`src/spq_pkg.sv`:
```
package spq_pkg;

   // Queue depth and the widths that follow from it.
   localparam int CAPACITY = 16;
   localparam int CNT_W    = $clog2(CAPACITY + 1);

   // Fixed field widths of the stream payload.
   localparam int KEY_W    = 16;
   localparam int PRIO_W   = 8;
   localparam int FILL_W   = 5;

   // Request kind carried in req_tuser.
   typedef enum logic {
      ACT_PUSH = 1'b0,
      ACT_POP  = 1'b1
   } action_type;

   // Result kind carried in rsp_tuser.
   typedef enum logic [1:0] {
      ST_PUSHED  = 2'd0,
      ST_DROPPED = 2'd1,
      ST_POPPED  = 2'd2,
      ST_EMPTY   = 2'd3
   } status_type;

   // One stored queue entry.
   typedef struct packed {
      logic [KEY_W-1:0]  key;
      logic [PRIO_W-1:0] prio;
   } entry_type;

   // Command broadcast to every cell in a cycle.
   typedef struct packed {
      logic      push_en;
      logic      pop_en;
      entry_type entry;
   } cell_ctrl_type;

endpackage

```
`src/spq_cell.sv`:
```
module spq_cell
   import spq_pkg::*;
(
   input  logic          clock,
   input  cell_ctrl_type ctrl,
   input  logic          occupied,
   input  logic          left_after,
   input  entry_type     left_entry,
   input  entry_type     right_entry,
   output entry_type     entry,
   output logic          after
);

   entry_type entry_ff;
   entry_type entry_in;

   // The new entry belongs behind this one when this slot is held and its
   // priority does not exceed the incoming one.
   assign after = occupied && (entry_ff.prio <= ctrl.entry.prio);
   assign entry = entry_ff;

   // A push keeps the entries in front of the insertion point, drops the new
   // entry into the first cell behind them and shifts the rest one place on.
   // A pop shifts every entry one place towards the front.
   always_comb begin
      entry_in = entry_ff;
      if (ctrl.push_en) begin
         if (after) begin
            entry_in = entry_ff;
         end else if (left_after) begin
            entry_in = ctrl.entry;
         end else begin
            entry_in = left_entry;
         end
      end else if (ctrl.pop_en) begin
         entry_in = right_entry;
      end
   end

   always_ff @(posedge clock) begin
      entry_ff <= entry_in;
   end

endmodule

```
`src/sorted_priority_queue.sv`:
```
// Sorted priority queue of up to CAPACITY (key, priority) entries.
// The request channel (req_) carries one command per beat: req_tuser selects
// push or pop, req_tdata holds the key and priority of an entry to push.
// The response channel (rsp_) returns exactly one beat per request: rsp_tuser
// gives the outcome (pushed, dropped because full, popped, pop on empty) and
// rsp_tdata the popped key and priority (zero unless popped) and the number
// of entries held after the request.
// Entries sit in a row of cells in ascending priority order; equal priorities
// leave in arrival order. Every cell compares its own priority with the
// broadcast request and all cells shift together, so a request is answered
// in the cycle after it is accepted and one request per cycle is taken while the
// response side keeps up. The single output register sets that rate: while
// a response beat is stalled, no new request is taken.
// Synchronous reset empties the queue and drops any pending response beat;
// the cell contents are left as they are and are never read before written.
module sorted_priority_queue
   import spq_pkg::*;
(
   input  logic        clock,
   input  logic        reset,
   input  logic        req_tvalid,
   output logic        req_tready,
   input  logic [23:0] req_tdata,   // item_key[15:0], item_priority[23:16]
   input  logic [0:0]  req_tuser,   // action[0]
   output logic        rsp_tvalid,
   input  logic        rsp_tready,
   output logic [31:0] rsp_tdata,   // out_key[15:0], out_priority[23:16],
                                    // fill_level[28:24], zero[31:29]
   output logic [1:0]  rsp_tuser    // status[1:0]
);

   logic [CNT_W-1:0]  count_ff;
   logic [CNT_W-1:0]  count_in;
   logic              rsp_valid_ff;
   logic              rsp_valid_in;
   status_type        rsp_status_ff;
   status_type        rsp_status_in;
   entry_type         rsp_entry_ff;
   entry_type         rsp_entry_in;
   logic [FILL_W-1:0] rsp_fill_ff;
   logic [FILL_W-1:0] rsp_fill_in;

   logic          req_beat;
   action_type    req_action;
   logic          full;
   logic          empty;
   cell_ctrl_type ctrl;

   entry_type cell_entry [CAPACITY];
   logic      cell_after [CAPACITY];
   logic      cell_occ   [CAPACITY];

   // Request decode and the command broadcast to the cells.
   assign req_tready  = !rsp_valid_ff || rsp_tready;
   assign req_beat    = req_tvalid && req_tready;
   assign req_action  = action_type'(req_tuser[0]);
   assign full        = (count_ff == CNT_W'(CAPACITY));
   assign empty       = (count_ff == '0);

   assign ctrl.push_en     = req_beat && (req_action == ACT_PUSH) && !full;
   assign ctrl.pop_en      = req_beat && (req_action == ACT_POP) && !empty;
   assign ctrl.entry.key   = req_tdata[15:0];
   assign ctrl.entry.prio  = req_tdata[23:16];

   // Row of cells; a cell is held when its place lies below the fill count.
   for (genvar i = 0; i < CAPACITY; i++) begin : g_cell
      entry_type left_entry;
      entry_type right_entry;
      logic      left_after;

      assign cell_occ[i] = (CNT_W'(i) < count_ff);

      if (i == 0) begin : g_first
         assign left_entry = '0;
         assign left_after = 1'b1;
      end else begin : g_inner
         assign left_entry = cell_entry[i-1];
         assign left_after = cell_after[i-1];
      end

      if (i == CAPACITY - 1) begin : g_last
         assign right_entry = '0;
      end else begin : g_body
         assign right_entry = cell_entry[i+1];
      end

      spq_cell u_cell (
         .clock       (clock),
         .ctrl        (ctrl),
         .occupied    (cell_occ[i]),
         .left_after  (left_after),
         .left_entry  (left_entry),
         .right_entry (right_entry),
         .entry       (cell_entry[i]),
         .after       (cell_after[i])
      );
   end

   // Fill count and the response beat for an accepted request.
   always_comb begin
      count_in      = count_ff;
      rsp_valid_in  = rsp_valid_ff && !rsp_tready;
      rsp_status_in = rsp_status_ff;
      rsp_entry_in  = rsp_entry_ff;
      rsp_fill_in   = rsp_fill_ff;
      if (ctrl.push_en) begin
         count_in = count_ff + 1'b1;
      end else if (ctrl.pop_en) begin
         count_in = count_ff - 1'b1;
      end
      if (req_beat) begin
         rsp_valid_in = 1'b1;
         rsp_entry_in = '0;
         rsp_fill_in  = FILL_W'(count_in);
         if (req_action == ACT_PUSH) begin
            rsp_status_in = full ? ST_DROPPED : ST_PUSHED;
         end else if (empty) begin
            rsp_status_in = ST_EMPTY;
         end else begin
            rsp_status_in = ST_POPPED;
            rsp_entry_in  = cell_entry[0];
         end
      end
   end

   always_ff @(posedge clock) begin
      if (reset) begin
         count_ff     <= '0;
         rsp_valid_ff <= 1'b0;
      end else begin
         count_ff     <= count_in;
         rsp_valid_ff <= rsp_valid_in;
      end
      rsp_status_ff <= rsp_status_in;
      rsp_entry_ff  <= rsp_entry_in;
      rsp_fill_ff   <= rsp_fill_in;
   end

   assign rsp_tvalid = rsp_valid_ff;
   assign rsp_tuser  = rsp_status_ff;
   assign rsp_tdata  = {3'b000, rsp_fill_ff, rsp_entry_ff.prio, rsp_entry_ff.key};

   // The fill count never passes the capacity.
   assert property (@(posedge clock) disable iff (reset)
      count_ff <= CNT_W'(CAPACITY))
      else $error("fill count above capacity");

   // An accepted push into a queue with room grows it by one.
   assert property (@(posedge clock) disable iff (reset)
      ctrl.push_en |=> count_ff == $past(count_ff) + 1'b1)
      else $error("push did not grow the queue");

   // A pending response reports the fill count that the queue now holds.
   assert property (@(posedge clock) disable iff (reset)
      rsp_valid_ff |-> rsp_fill_ff == FILL_W'(count_ff))
      else $error("reported fill level differs from the queue");

   // Held entries stay in ascending priority order.
   for (genvar j = 0; j < CAPACITY - 1; j++) begin : g_order_chk
      assert property (@(posedge clock) disable iff (reset)
         cell_occ[j+1] |-> cell_entry[j].prio <= cell_entry[j+1].prio)
         else $error("queue entries out of priority order");
   end

endmodule
```
`config.mk`:
```
export PLATFORM = sky130hd
export DESIGN_NAME = sorted_priority_queue
export DESIGN_NICKNAME = d
export VERILOG_FILES = /design/src/spq_pkg.sv /design/src/spq_cell.sv /design/src/sorted_priority_queue.sv
export SDC_FILE = /design/constraint.sdc
export NUM_CORES = 1
export LEC_CHECK = 0
export BUFFER_PORTS_ARGS = -buffer_cell sky130_fd_sc_hd__buf_2
export CAP_MARGIN = 10
export CORE_MARGIN = 1
export CORE_UTILIZATION = 45
export DETAILED_ROUTE_END_ITERATION = 6
export RECOVER_POWER = 50
export SLEW_MARGIN = 0
export SYNTH_ARGS = -nofsm -noshare
export SYNTH_HDL_FRONTEND = slang
export SYNTH_HIERARCHICAL = 1
export SYNTH_SLANG_ARGS = --single-unit
export TNS_END_PERCENT = 10
```
`constraint.sdc`:
```
create_clock -name clock -period 4.7 [get_ports clock]
set_input_delay 0.94 -clock clock [delete_from_list [all_inputs] [get_ports clock]]
set_output_delay 0.94 -clock clock [all_outputs]
set_load 0.005 [all_outputs]
```
==> out/results.tsv <==
metric	value	unit
die_h	240	microns
die-area	57500	sq um
worstReg2RegEnd	g_cell[6].u_cell/entry[21]$_DFFE_PP_	
reg2reg_slack	0.70	ns
cp-end-kind	flop	
root_buffer	clkbuf_16	
path_max_fanout	32	
violations	max-capacitance violations, max-slew violations	
postSynthCellCount	2359	
io_pins	65	
postLayoutCoreUtil	49.3	%
reg2regPathDepth	8	
maxSlewHeadroom	-25.6	%
setup_viol	0	
fin_skew	0.0170	ns
fin_hold_ws	0.554	ns
use_met3	2.85	%
maxSlewViolCount	67	
ir_worst_vdd	230	uV
core	55500	sq um
clk_path_buf_depth	3	
grt_pass1_vias	16700	
tritoncts	yes	
design_area	27400	sq um
drive_above_1_share	6.05	%
postCtsSetupRepairBufs	0	
whs_path_depth	1	
p_leak	9.91	nW
use_met1	25.9	%
path_class	in -> reg	
routed_via_density	5.25	
maxCapViolations	2	
ant_nets	0	
hold_path.class	reg -> reg	
antenna_found_initial	2	
die_w	240	microns
grt_max_degree	239	
cts.sinks	421	
io_buffers	61	
r2r_start	count_ff[1]$_SDFF_PP0_	
fp-row-count	86	
placed_cells	3112	
fin_tns_setup	0	ns
gp_congestion	0.845	
floorplan.initialDensity	45.8	%
grt_use_total	18.9	%
insertion_delay	0.59	ns
rsz0062_at_grt	no	
cp_data_arrival_time	4.34	ns
cts_buffers	46	
wirelength	53800	microns
status	finished, violations left	
synth_area	25500	sq um
finalHoldViolCount	0	
p_total	11.4	mW
ys_warn_count	6	
min_period	4.04	ns
fin_cells	3196	
hold_buffers	0	
power_density	418	nW/um^2
drt_iter0_drc	1033	
finalCritPeriodShare	85.9	%
syn_avg_cell_area	10.8	sq um
hp-start	g_cell[0].u_cell/entry[14]$_DFFE_PP_	
worstPathRequired	5.01	ns
busiest_layer	met2	
hold-path-endpoint	rsp_tdata[6]$_SDFFCE_PP0N_	
drc	0	
synthToLayoutAreaGrowth	7.46	%
grt_remaining_overflow	0	
clk_pin_slew	0.06	ns
nNetsFinal	2573	
avgRoutedWirePerCell	16.8	microns
timing.final.ws_setup	0.665	ns
vias	16800	
firstDrtPassIters	6	
clock.fmax	0.248	GHz
grt_pass1_wl	88200	microns
met2_usage	30.9	%
worstSetupStartpointType	input port	
cts-htree-levels	2	
hpwl	38100	microns
worst_pin_slew	1.88	ns
place_ws	0.924	ns
dpl_cell_area	26000	sq um
ctsResizeCount	0	
==> worst max path at each step <==
stage                           start                              endpoint  slack (ns)  cells past startpoint
2_1_floorplan              rsp_tready  g_cell[15].u_cell/entry[0]$_DFFE_PP_        1.07                      7
3_3_place_gp   count_ff[1]$_SDFF_PP0_  g_cell[0].u_cell/entry[18]$_DFFE_PP_        1.02                     11
3_5_place_dp   count_ff[1]$_SDFF_PP0_  g_cell[0].u_cell/entry[18]$_DFFE_PP_        0.92                     11
4_1_cts        count_ff[1]$_SDFF_PP0_  g_cell[0].u_cell/entry[10]$_DFFE_PP_        0.92                     11
5_1_grt                 req_tdata[22]  g_cell[6].u_cell/entry[18]$_DFFE_PP_        0.36                     10
6_report                req_tdata[22]   g_cell[8].u_cell/entry[1]$_DFFE_PP_        0.66                      9
==> layer usage <==
layer  wire, microns  up-vias  share of wire (%)
li1                -     8675                  -
met5               0        -                  0
met2           24700      259                 46
met3            1860       77                3.5
met4            1290        0                2.4
met1           26000     7761                 48
==> where the power goes <==
| group | leakage, nW | internal, mW | switching (mW) |
|---|---|---|---|
| registers | 3.94 | 4.91 | 0.342 |
| logic | 5.23 | 0.992 | 1.56 |
| clock network | 0.733 | 2.11 | 1.51 |
==> cell usage in the layout, fill, tap and decap left out, types with 17 or more instances in the layout <==
cell type  count
a21oi_1      452
and2_1        20
buf_2         32
buf_4         33
clkbuf_1      33
clkbuf_16     47
conb_1        52
edfxtp_1     415
ha_1         132
inv_1        136
mux2i_1      384
nand2_1       41
nand4_1       32
nor2_1       424
nor2b_1       21
o2111ai_1     17
o211ai_1      31
o21ai_0       17
==> critical path, stage by stage <==
cell and delay (ns):
clkbuf_1 1.17, inv_1 0.13, ha_1 0.27, a21oi_1 0.21, o211ai_1 0.12, o21ai_0 0.67
buf_4 0.45, mux2i_1 0.25, a21oi_1 0.09
==> state kept, by name (all words and copies together), names as in the netlist <==
signal	count
rsp_tdata	24
count_ff	5
rsp_tuser	2
g_cell.u_cell/entry	384
rsp_fill_ff	5
rsp_tvalid	1
==> area by class of cell <==
type	instances	area, sq um
Multi-Input combinational cell	1695	11100
Timing Repair Buffer	112	679
Inverter	136	510
Clock inverter	31	295
Fill cell	5156	28200
Clock buffer	52	1200
Tap cell	748	936
Antenna cell	1	2.50
Sequential cell	421	12600
No activity file was read; power rests on OpenSTA's default activity.
